**config.mk**
```make
export PLATFORM = sky130hd
export DESIGN_NAME = rgb565_alpha_shade_blend
export DESIGN_NICKNAME = d
export VERILOG_FILES = /design/src/rtl/core/rgbasb_pkg.sv /design/src/rtl/core/rgb565_alpha_shade_blend.sv /design/src/rtl/core/rgbasb_div_stage.sv
export SDC_FILE = /design/constraint.sdc
export NUM_CORES = 1
export LEC_CHECK = 0
export BUFFER_PORTS_ARGS = -buffer_cell sky130_fd_sc_hd__buf_2
export CELL_PAD_IN_SITES_DETAIL_PLACEMENT = 1
export CELL_PAD_IN_SITES_GLOBAL_PLACEMENT = 1
export CORE_ASPECT_RATIO = 1.5
export CORE_MARGIN = 2
export CORE_UTILIZATION = 35
export CTS_CLUSTER_DIAMETER = 30
export DETAILED_ROUTE_END_ITERATION = 6
export GPL_TIMING_DRIVEN = 1
export PLACE_DENSITY_LB_ADDON = 0.1
export SYNTH_ARGS = -nofsm -noshare
export SYNTH_HDL_FRONTEND = slang
export SYNTH_SLANG_ARGS = --single-unit
```
**constraint.sdc**
```tcl
create_clock -name clock -period 9.2 [get_ports clock]
set_clock_uncertainty 0.05 [all_clocks]
set_input_delay 1.38 -clock clock [delete_from_list [all_inputs] [get_ports clock]]
set_output_delay 1.38 -clock clock [all_outputs]
set_load 0.02 [all_outputs]
```
**src/rtl/core/rgbasb_pkg.sv**
```systemverilog
// Shared types and constants for the RGB565 alpha/shade blend pipeline.
package rgbasb_pkg;

   localparam int PIXEL_WIDTH     = 16;
   localparam int OPACITY_WIDTH   = 7;
   localparam int SHADE_WIDTH     = 6;
   localparam int ALPHA_WIDTH     = 6;
   localparam int CSR_INDEX_WIDTH = 4;
   localparam int CSR_DATA_WIDTH  = 16;

   localparam int ALPHA_FULL = 32;
   localparam int PCT_FULL   = 100;

   // alpha = opacity * 32 / 100 as a multiply by a scaled reciprocal
   localparam int RECIP_SHIFT      = 15;
   localparam int ALPHA_RECIP      = ((ALPHA_FULL << RECIP_SHIFT) + PCT_FULL - 1) / PCT_FULL;
   localparam int ALPHA_PROD_WIDTH = OPACITY_WIDTH + RECIP_SHIFT - 1;

   localparam logic [PIXEL_WIDTH-1:0] KEY_COLOR_RESET = 16'hF81F;

   // Shade divider: 6 quotient bits, two restoring steps per stage
   localparam int DIV_WIDTH       = 6;
   localparam int DIV_STAGES      = 3;
   localparam int DIV_STEPS       = DIV_WIDTH / DIV_STAGES;
   localparam int LANES           = 3;
   localparam int LANE_BLUE       = 0;
   localparam int LANE_GREEN      = 1;
   localparam int LANE_RED        = 2;

   typedef enum logic [CSR_INDEX_WIDTH-1:0] {
      CSR_OPACITY    = 4'd0,
      CSR_SHADE      = 4'd1,
      CSR_KEY_ENABLE = 4'd2,
      CSR_KEY_COLOR  = 4'd3
   } csr_index_type;

   typedef struct packed {
      logic [DIV_WIDTH-1:0] rem;
      logic [DIV_WIDTH-1:0] nq;   // dividend bits shift out, quotient bits shift in
   } div_lane_type;

   typedef struct packed {
      logic                             keyed;
      logic [PIXEL_WIDTH-1:0]           src;
      logic [PIXEL_WIDTH-1:0]           dst;
      div_lane_type [LANES-1:0]         lane;
   } stage_type;

endpackage

```
**src/rtl/core/rgb565_alpha_shade_blend.sv**
```systemverilog
// Top level of the RGB565 color-key, shade and alpha blend pipeline.
//
// Requests arrive on req_ (source and destination pixel), results leave on
// rsp_ (output pixel and written flag), one result per request, in order.
// Registers are written through csr_ (index, data); csr_ready is always high.
// Index 0 opacity (percent, saturates at 100), 1 shade, 2 key enable,
// 3 key color; other indexes are ignored. Write only while the pipe is empty.
// A request goes from accept to rsp_valid through the input register, three
// divider stages of two restoring steps each, and the blend/output register.
// One pixel per clock while rsp_ready is high; divider lanes fully pipelined.
// Each stage holds its data while the one after it is full and stalled, so a
// low rsp_ready backs up the pipe stage by stage and bubbles are squeezed out.
// Reset empties the pipe and loads opacity 100, shade 0, key enabled,
// key color 0xF81F.
module rgb565_alpha_shade_blend import rgbasb_pkg::*; (
   input  logic                       clock,
   input  logic                       reset,
   input  logic                       csr_valid,
   output logic                       csr_ready,
   input  logic [CSR_INDEX_WIDTH-1:0] csr_index,
   input  logic [CSR_DATA_WIDTH-1:0]  csr_data,
   input  logic                       req_valid,
   output logic                       req_ready,
   input  logic [PIXEL_WIDTH-1:0]     req_src_pixel,
   input  logic [PIXEL_WIDTH-1:0]     req_dst_pixel,
   output logic                       rsp_valid,
   input  logic                       rsp_ready,
   output logic [PIXEL_WIDTH-1:0]     rsp_out_pixel,
   output logic                       rsp_written
);

   logic [ALPHA_WIDTH-1:0]      alpha_ff, alpha_in;
   logic [SHADE_WIDTH-1:0]      shade_ff, shade_in;
   logic                        key_enable_ff, key_enable_in;
   logic [PIXEL_WIDTH-1:0]      key_color_ff, key_color_in;
   logic [OPACITY_WIDTH-1:0]    opacity_sat;
   logic [ALPHA_PROD_WIDTH-1:0] alpha_prod;

   logic      head_valid_ff;
   stage_type head_data_ff, head_data_in;
   logic      head_ready;

   logic      chain_valid [0:DIV_STAGES];
   logic      chain_ready [0:DIV_STAGES];
   stage_type chain_data  [0:DIV_STAGES];

   logic                   out_valid_ff;
   logic [PIXEL_WIDTH-1:0] out_pixel_ff, out_pixel_in;
   logic                   written_ff, written_in;

   stage_type              tail;
   logic                   shade_bypass;
   logic [4:0]             fg_r, fg_b, bg_r, bg_b;
   logic [5:0]             fg_g, bg_g;
   logic [ALPHA_WIDTH-1:0] inv_alpha;
   logic [11:0]            sum_r, sum_g, sum_b;

   // Configuration
   assign csr_ready = 1'b1;

   always_comb begin
      opacity_sat = (csr_data[OPACITY_WIDTH-1:0] > OPACITY_WIDTH'(PCT_FULL)) ?
                    OPACITY_WIDTH'(PCT_FULL) : csr_data[OPACITY_WIDTH-1:0];
      alpha_prod  = ALPHA_PROD_WIDTH'(opacity_sat) * ALPHA_PROD_WIDTH'(ALPHA_RECIP);
      alpha_in      = alpha_ff;
      shade_in      = shade_ff;
      key_enable_in = key_enable_ff;
      key_color_in  = key_color_ff;
      if (csr_valid && csr_ready) begin
         case (csr_index)
            CSR_OPACITY:    alpha_in      = alpha_prod[RECIP_SHIFT +: ALPHA_WIDTH];
            CSR_SHADE:      shade_in      = csr_data[SHADE_WIDTH-1:0];
            CSR_KEY_ENABLE: key_enable_in = csr_data[0];
            CSR_KEY_COLOR:  key_color_in  = csr_data[PIXEL_WIDTH-1:0];
            default: ;
         endcase
      end
   end

   always_ff @(posedge clock) begin
      if (reset) begin
         alpha_ff      <= ALPHA_WIDTH'(ALPHA_FULL);
         shade_ff      <= '0;
         key_enable_ff <= 1'b1;
         key_color_ff  <= KEY_COLOR_RESET;
      end else begin
         alpha_ff      <= alpha_in;
         shade_ff      <= shade_in;
         key_enable_ff <= key_enable_in;
         key_color_ff  <= key_color_in;
      end
   end

   // Input register: key compare and divider lane setup
   always_comb begin
      head_data_in.keyed = key_enable_ff && (req_src_pixel == key_color_ff);
      head_data_in.src   = req_src_pixel;
      head_data_in.dst   = req_dst_pixel;
      head_data_in.lane[LANE_RED].rem   = '0;
      head_data_in.lane[LANE_RED].nq    = {1'b0, req_src_pixel[15:11]};
      head_data_in.lane[LANE_GREEN].rem = '0;
      head_data_in.lane[LANE_GREEN].nq  = req_src_pixel[10:5];
      head_data_in.lane[LANE_BLUE].rem  = '0;
      head_data_in.lane[LANE_BLUE].nq   = {1'b0, req_src_pixel[4:0]};
   end

   assign head_ready = !head_valid_ff || chain_ready[0];
   assign req_ready  = head_ready;

   always_ff @(posedge clock) begin
      if (reset) begin
         head_valid_ff <= 1'b0;
      end else if (head_ready) begin
         head_valid_ff <= req_valid;
      end
   end

   always_ff @(posedge clock) begin
      if (head_ready && req_valid) begin
         head_data_ff <= head_data_in;
      end
   end

   assign chain_valid[0] = head_valid_ff;
   assign chain_data[0]  = head_data_ff;

   // Shade divider stages
   for (genvar k = 0; k < DIV_STAGES; k++) begin : g_div
      rgbasb_div_stage u_div (
         .clock    (clock),
         .reset    (reset),
         .shade    (shade_ff),
         .up_valid (chain_valid[k]),
         .up_ready (chain_ready[k]),
         .up_data  (chain_data[k]),
         .dn_valid (chain_valid[k+1]),
         .dn_ready (chain_ready[k+1]),
         .dn_data  (chain_data[k+1])
      );
   end

   // Blend and output register
   assign tail         = chain_data[DIV_STAGES];
   assign shade_bypass = shade_ff <= SHADE_WIDTH'(1);

   always_comb begin
      if (shade_bypass) begin
         fg_r = tail.src[15:11];
         fg_g = tail.src[10:5];
         fg_b = tail.src[4:0];
      end else begin
         fg_r = tail.lane[LANE_RED].nq[4:0];
         fg_g = tail.lane[LANE_GREEN].nq;
         fg_b = tail.lane[LANE_BLUE].nq[4:0];
      end
      bg_r      = tail.dst[15:11];
      bg_g      = tail.dst[10:5];
      bg_b      = tail.dst[4:0];
      inv_alpha = ALPHA_WIDTH'(ALPHA_FULL) - alpha_ff;
      sum_r = 12'(fg_r) * 12'(alpha_ff) + 12'(bg_r) * 12'(inv_alpha);
      sum_g = 12'(fg_g) * 12'(alpha_ff) + 12'(bg_g) * 12'(inv_alpha);
      sum_b = 12'(fg_b) * 12'(alpha_ff) + 12'(bg_b) * 12'(inv_alpha);
      out_pixel_in = tail.keyed ? tail.dst : {sum_r[9:5], sum_g[10:5], sum_b[9:5]};
      written_in   = !tail.keyed;
   end

   assign chain_ready[DIV_STAGES] = !out_valid_ff || rsp_ready;

   always_ff @(posedge clock) begin
      if (reset) begin
         out_valid_ff <= 1'b0;
      end else if (chain_ready[DIV_STAGES]) begin
         out_valid_ff <= chain_valid[DIV_STAGES];
      end
   end

   always_ff @(posedge clock) begin
      if (chain_ready[DIV_STAGES] && chain_valid[DIV_STAGES]) begin
         out_pixel_ff <= out_pixel_in;
         written_ff   <= written_in;
      end
   end

   assign rsp_valid     = out_valid_ff;
   assign rsp_out_pixel = out_pixel_ff;
   assign rsp_written   = written_ff;

   // Checks
   a_key_flag: assert property (@(posedge clock) disable iff (reset)
      head_valid_ff && head_data_ff.keyed |->
         key_enable_ff && (head_data_ff.src == key_color_ff))
      else $error("keyed flag disagrees with key registers");

   a_tail_hold: assert property (@(posedge clock) disable iff (reset)
      chain_valid[DIV_STAGES] && !chain_ready[DIV_STAGES] |=>
         chain_valid[DIV_STAGES] && $stable(chain_data[DIV_STAGES]))
      else $error("last divider stage lost data under stall");

   a_out_source: assert property (@(posedge clock) disable iff (reset)
      $rose(out_valid_ff) |-> $past(chain_valid[DIV_STAGES]))
      else $error("response appeared without a divider result");

   a_reset_empty: assert property (@(posedge clock)
      reset |=> !head_valid_ff && !out_valid_ff)
      else $error("pipe not empty after reset");

endmodule

```
**src/rtl/core/rgbasb_div_stage.sv**
```systemverilog
// One pipeline stage of the shade divider: two restoring steps on each color lane.
module rgbasb_div_stage import rgbasb_pkg::*; (
   input  logic                   clock,
   input  logic                   reset,
   input  logic [SHADE_WIDTH-1:0] shade,
   input  logic                   up_valid,
   output logic                   up_ready,
   input  stage_type              up_data,
   output logic                   dn_valid,
   input  logic                   dn_ready,
   output stage_type              dn_data
);

   logic      valid_ff;
   stage_type data_ff;
   stage_type data_in;

   function automatic div_lane_type div_step(div_lane_type l, logic [SHADE_WIDTH-1:0] d);
      logic [DIV_WIDTH:0] trial;
      logic               ge;
      div_lane_type       r;
      trial = {l.rem, l.nq[DIV_WIDTH-1]};
      ge    = trial >= {1'b0, d};
      r.rem = ge ? DIV_WIDTH'(trial - {1'b0, d}) : trial[DIV_WIDTH-1:0];
      r.nq  = {l.nq[DIV_WIDTH-2:0], ge};
      return r;
   endfunction

   always_comb begin
      data_in = up_data;
      for (int i = 0; i < LANES; i++) begin
         for (int s = 0; s < DIV_STEPS; s++) begin
            data_in.lane[i] = div_step(data_in.lane[i], shade);
         end
      end
   end

   assign up_ready = !valid_ff || dn_ready;
   assign dn_valid = valid_ff;
   assign dn_data  = data_ff;

   always_ff @(posedge clock) begin
      if (reset) begin
         valid_ff <= 1'b0;
      end else if (up_ready) begin
         valid_ff <= up_valid;
      end
   end

   always_ff @(posedge clock) begin
      if (up_ready && up_valid) begin
         data_ff <= data_in;
      end
   end

endmodule

```
; ---- After elaboration in Yosys (flattened, before gate mapping)
; Cells that the tools add are included.
[op_classes]
addsub = 18
multipliers = 7
order_cmp = 19
n_eq_ne = 4
n_mux = 19
reduce_logical = 22
[ops]
columns = operator, count
row1 = greater-or-equal comparator 7 x 6 -> 1 bit, 15
row2 = two-way mux 6 bit, 15
row3 = subtractor 6 bit, 12
row4 = multiplier 5 x 6 -> 10 bit, 4
row5 = multiplier 6 x 6 -> 11 bit, 2
row6 = adder 10 bit, 2
row7 = "multiplier 7 x 13 -> 20 bit, second input constant", 1
row8 = == test 16 bit, 1
row9 = two-way mux 16 bit, 1
row10 = adder 11 bit, 1
row11 = two-way mux 5 bit, 2
row12 = "== test 4 x 2 -> 1 bit, second input constant", 2
row13 = AND reduction 2 bit, 4
row14 = "> comparator 7 bit, second input constant", 1
row15 = two-way mux 7 bit, 1
row16 = greater-or-equal comparator 1 x 6 -> 1 bit, 1
row17 = "greater-or-equal comparator 1 x 6 -> 1 bit, first input constant", 1
row18 = "less-or-equal comparator 6 x 1 -> 1 bit, second input constant", 1
row19 = logical AND 1 bit, 6
row20 = zero test 1 bit, 6
row21 = subtractor 1 x 6 -> 6 bit, 1
row22 = "subtractor 1 x 6 -> 6 bit, first input constant", 1
row23 = "subtractor 6 bit, first input constant", 1
row24 = logical OR 1 bit, 5
row25 = 2 further kinds, 2
[totals]
reg_bits = 287
in_bits = 57
elab_cells = 130

; ---- Logic depth before layout (Yosys ltp)
[logic_depth]
word_depth = 7
depth_mapped = 25
depth_no_buf = 24

; ---- By module
; A second synthesis with hierarchy kept.
[unflattened]
hier_cells = 1985
area_unflattened_um2 = 22216.3
[modules_own_cells]
columns = mod, n_inst, cells_per_inst, area_each_um2
row1 = rgb565_alpha_shade_blend, 1, 1065, 10173.5
row2 = rgbasb_div_stage at g_div[1].u_div ..., 2, 299, 4023.9
row3 = rgbasb_div_stage at g_div[0].u_div, 1, 322, 3995.1

; ---- Worst setup path after synthesis
; Ideal clock, no wire load.
[synth_path]
path_type = register to register
startpoint = register shade_ff[1]
endpoint = register out_pixel_ff[10], in the netlist rsp_out_pixel[10] (data pin)
setup_ns = 0.265
arrival_ns = 6.805
required_ns = 8.885
setup_slack_ns = 2.080
path_stages_with_launch = 22
period_less_slack_ns = 7.120
cell_sequence = dfxtp_1 inv_1 ha_1 nor2_1 nor2_1 clkbuf_1 mux2_2 nand2_1 fa_1 inv_1 fa_1 fa_1 fa_1 inv_1 fa_1 inv_1 ha_1 o41a_1 a41o_1 or4_1 a41oi_1 o22ai_1
[synth_via]
elab_chain_cells = 5
[synth_rtl]
columns = element, line_no
row1 = "start, declared", rgb565_alpha_shade_blend.sv:33  ; logic [SHADE_WIDTH-1:0] shade_ff, shade_in;
row2 = "start signal, assigned", rgb565_alpha_shade_blend.sv:88  ; shade_ff <= shade_in;
row3 = less-or-equal comparator 6 x 1 -> 1 bit, rgb565_alpha_shade_blend.sv:144  ; assign shade_bypass = shade_ff <= SHADE_WIDTH'(1);
row4 = two-way mux 6 bit, rgb565_alpha_shade_blend.sv:147  ; if (shade_bypass) begin
row5 = multiplier 6 x 6 -> 11 bit, rgb565_alpha_shade_blend.sv:161  ; sum_g = 12'(fg_g) * 12'(alpha_ff) + 12'(bg_g) * 12'(inv_alpha);
row6 = adder 11 bit, rgb565_alpha_shade_blend.sv:161
row7 = two-way mux 16 bit, rgb565_alpha_shade_blend.sv:163  ; out_pixel_in = tail.keyed ? tail.dst : {sum_r[9:5], sum_g[10:5], sum_b[9:5]};
row8 = net out_pixel_in[10], rgb565_alpha_shade_blend.sv:48  ; logic [PIXEL_WIDTH-1:0] out_pixel_ff, out_pixel_in;
row9 = "end signal, assigned", rgb565_alpha_shade_blend.sv:179  ; out_pixel_ff <= out_pixel_in;
row10 = "end, declared", rgb565_alpha_shade_blend.sv:48
; The timed path passes the listed nets, and every way through them passes these cells.
; A chain may end at the register's enable or synchronous reset.

; ---- Worst setup path after layout
; Ends and elaborated chain as after synthesis.

==> out/metrics.yaml <==
clocking:
  clk_path_buf_depth: 3
  h-tree-depth: 2
  clk_pin_slew_ps: 50
  cts_sinks: 249
  cts_tree: "yes"
  numCtsBuffers: 52
  clockRootBuffer: "clkbuf_16"
  cts_setup_buffers: 0
  cts_hold_buf: 0
  clk_latency_ps: 600
  cts_resized: 0
global_routing:
  grt_max_degree: 62
  antenna_found_initial: 0
  track_usage_pct: 19.0
  overflow: 0
  grt_pass1_vias: 14700
  grt_pass1_wl_um: 80900
critical_path:
  critical_path_arrival_ps: 7680
  r2r.worst_path.cells: 21
  path_class: "flip-flop to flip-flop"
  end_kind: "flip-flop"
  cp_data_required_time_ps: 9480
  crit_fanout: 13
  startpoint_type: "flip-flop"
routing:
  dr.pass1.iters: 6
  wl_per_cell_um: 19.7
  drt_iter0_markers: 307
  ant_nets: 0
  remaining_drc_errors: 0
  via_per_inst: 4.89
  wl_um: 51400
  via_count: 12700
placement:
  place.gp.congestion: 0.800
  place_ws_ps: 1720
  numPortBuffers: 75
  post-dp-hpwl_um: 40800
synthesis:
  synth_top_cell_area_share_pct: 34.0
  ys.warnings.count: 0
  async_flop_share_pct: 0
  synth_edf_count: 215
  synth.area.top_cells: "edfxtp_1 (34%), fa_1 (15%), ha_1 (15%), inv_1 (5.2%), nand2_1 (3.9%)"
  synth.largest_area_cell: "edfxtp_1"
  synth.distinct_cells: 55
  synth_cells: 1755
  synth.cell_area_um2: 19000
  yosysSeqAreaShare_pct: 37.5
  postSynthAreaPerCell_um2: 10.8
  synth_seq_cells: 249
  synth_ff_type: "edfxtp_1"
final_layout:
  diodes: 0
  drive_gt1_share_pct: 13.0
  finalNetCount: 2299
  synthToLayoutAreaGrowth_pct: 16.6
floorplan:
  die_h_um: 289
  ios: 77
  die-area_um2: 56200
  rows: 104
  initial_core_util_pct: 35.4
  fp.dieW_um: 194
  core_area_um2: 53700
sta:
  report.final.setup_viol: 0
  fin_hold_ws_ps: 360
  min_period_over_period_pct: 80.4
  final_hold_viol_count: 0
  fin_setup_tns_ps: 0
  slew-limit-headroom_pct: 27.1
  maxSlewViolCount: 0
  layout_min_cycle_time_ps: 7390
  setup_ws_ps: 1810
  rsz0062_at_grt: "false"
  max_freq_ghz: 0.135
  worstMarginPinSlew_ps: 1090
worst_hold_path:
  worstHoldPathType: "flip-flop to flip-flop"
  min_path_cells: 0
power:
  ir_drop_mv: 0.134
  p_leak_nw: 9.80
  power_density_nw_per_um2: 183
outcome:
  status: "completed"
run:
  cap_violations: 0
-- worst max-delay path: stages (launching register included) --
cell and delay, ps:
dfxtp_1 730, inv_1 440, ha_1 370, nor2_1 340
nor2_1 70, buf_4 220, mux2_2 310, nand2_1 90
fa_1 520, inv_1 50, fa_1 510, fa_1 440
fa_1 540, inv_1 50, fa_1 530, inv_1 50
ha_1 220, o41a_1 490, a41o_1 320, or4_1 420
a41oi_1 240, o22ai_1 110
-- layout make-up --
type	instances	area (um^2)
clock buffer	58	1330
clock inverter	39	483
fill	5905	31600
inverter	263	987
multi-input combinational	1208	10800
sequential	249	7140
tap	689	862
timing repair buffer	100	563
-- where the power goes --
| part | total [mW] | internal, mW | switching (mW) |
|---|---|---|---|
| registers | 1.30 | 1.28 | 0.0185 |
| logic | 0.842 | 0.357 | 0.485 |
| clock network | 1.92 | 1.24 | 0.686 |
| total | 4.06 | 2.87 | 1.19 |
-- layout by cell type (no fill, tap or decap), types with 22 or more instances in the layout --
cell type    n
o21ai_0     71
clkbuf_16   52
nor2_1      82
nand2_1    200
xor2_1      26
dfxtp_1     34
mux2i_1     22
mux2_2      42
buf_4       25
xnor2_1     67
ha_1       224
a21oi_1     52
fa_1       144
and2_1      77
buf_2       75
nor2b_1     29
inv_1      263
edfxtp_1   215
-- metrics by stage --
stage	cells	power (mW)	util (%)	instance area [um^2]
after floorplan	1756	1.93	-	19000
after global placement	2509	2.16	37.8	20300
after detailed placement	2509	2.18	37.8	20300
after CTS	2606	4.14	41.2	22200
after global routing	2606	4.30	41.2	22200
final	2606	4.06	41.2	22200
-- cell families (layout without fill, tap and decap cells) --
kind of cell	count (synthesis)	in the layout	synth area share [%]
other	2	3	0.0395
AO/OA/AOI/OAI	199	199	6.48
AND/OR/NAND/NOR	481	481	12.1
buffers and inverters	299	460	5.96
XOR/XNOR	93	93	4.29
adder cells (fa/ha/maj)	368	368	29.9
flip-flops	249	249	37.5
multiplexers	64	64	3.65
-- state kept, by name, indices dropped and copies added, names as in the netlist, 3 cells and up --
register,cells
alpha_ff,6
chain_data,33
g_div.u_div.dn_data,165
g_div.u_div.dn_valid,3
key_color_ff,16
rsp_out_pixel,16
shade_ff,6
-- final timing paths --
kind                            slack, ps                              endpoint                       from
worst max-delay path                 1810           rsp_out_pixel[10]$_DFFE_PP_   shade_ff[1]$_SDFFE_PP0P_
worst min-delay path                  360  g_div[0].u_div.dn_data[36]$_DFFE_PP_  chain_data[243]$_DFFE_PP_
worst max register to register       1810           rsp_out_pixel[10]$_DFFE_PP_   shade_ff[1]$_SDFFE_PP0P_
worst min register to register        360  g_div[0].u_div.dn_data[36]$_DFFE_PP_  chain_data[243]$_DFFE_PP_
-- cells in the mapped netlist, drive strengths merged (4+ instances only) --
cell type / count
or4: 4
o21ai: 72
xor2: 26
a21o: 11
and2: 77
nand2b: 16
o31ai: 6
nand2: 200
mux2: 42
edfxtp: 215
nand3: 16
ha: 224
nor2: 82
a21boi: 17
xnor2: 67
nand3b: 11
and3: 5
fa: 144
nand4: 14
nor2b: 31
or2: 8
a41o: 4
nor3: 7
a311oi: 4
or3: 4
clkbuf: 33
inv: 263
a21oi: 53
a31oi: 8
mux2i: 22
dfxtp: 34
-- per-layer routing --
metal / GRT usage (%) / share of wire [%] / up-vias
li1: - / - / 6126
met1: 18.6 / 36 / 6365
met2: 39.4 / 58 / 150
met3: 2.51 / 2.3 / 99
met4: 7.88 / 3.5 / 0
met5: 0 / 0 / -
(Power assumes the default switching activity.)
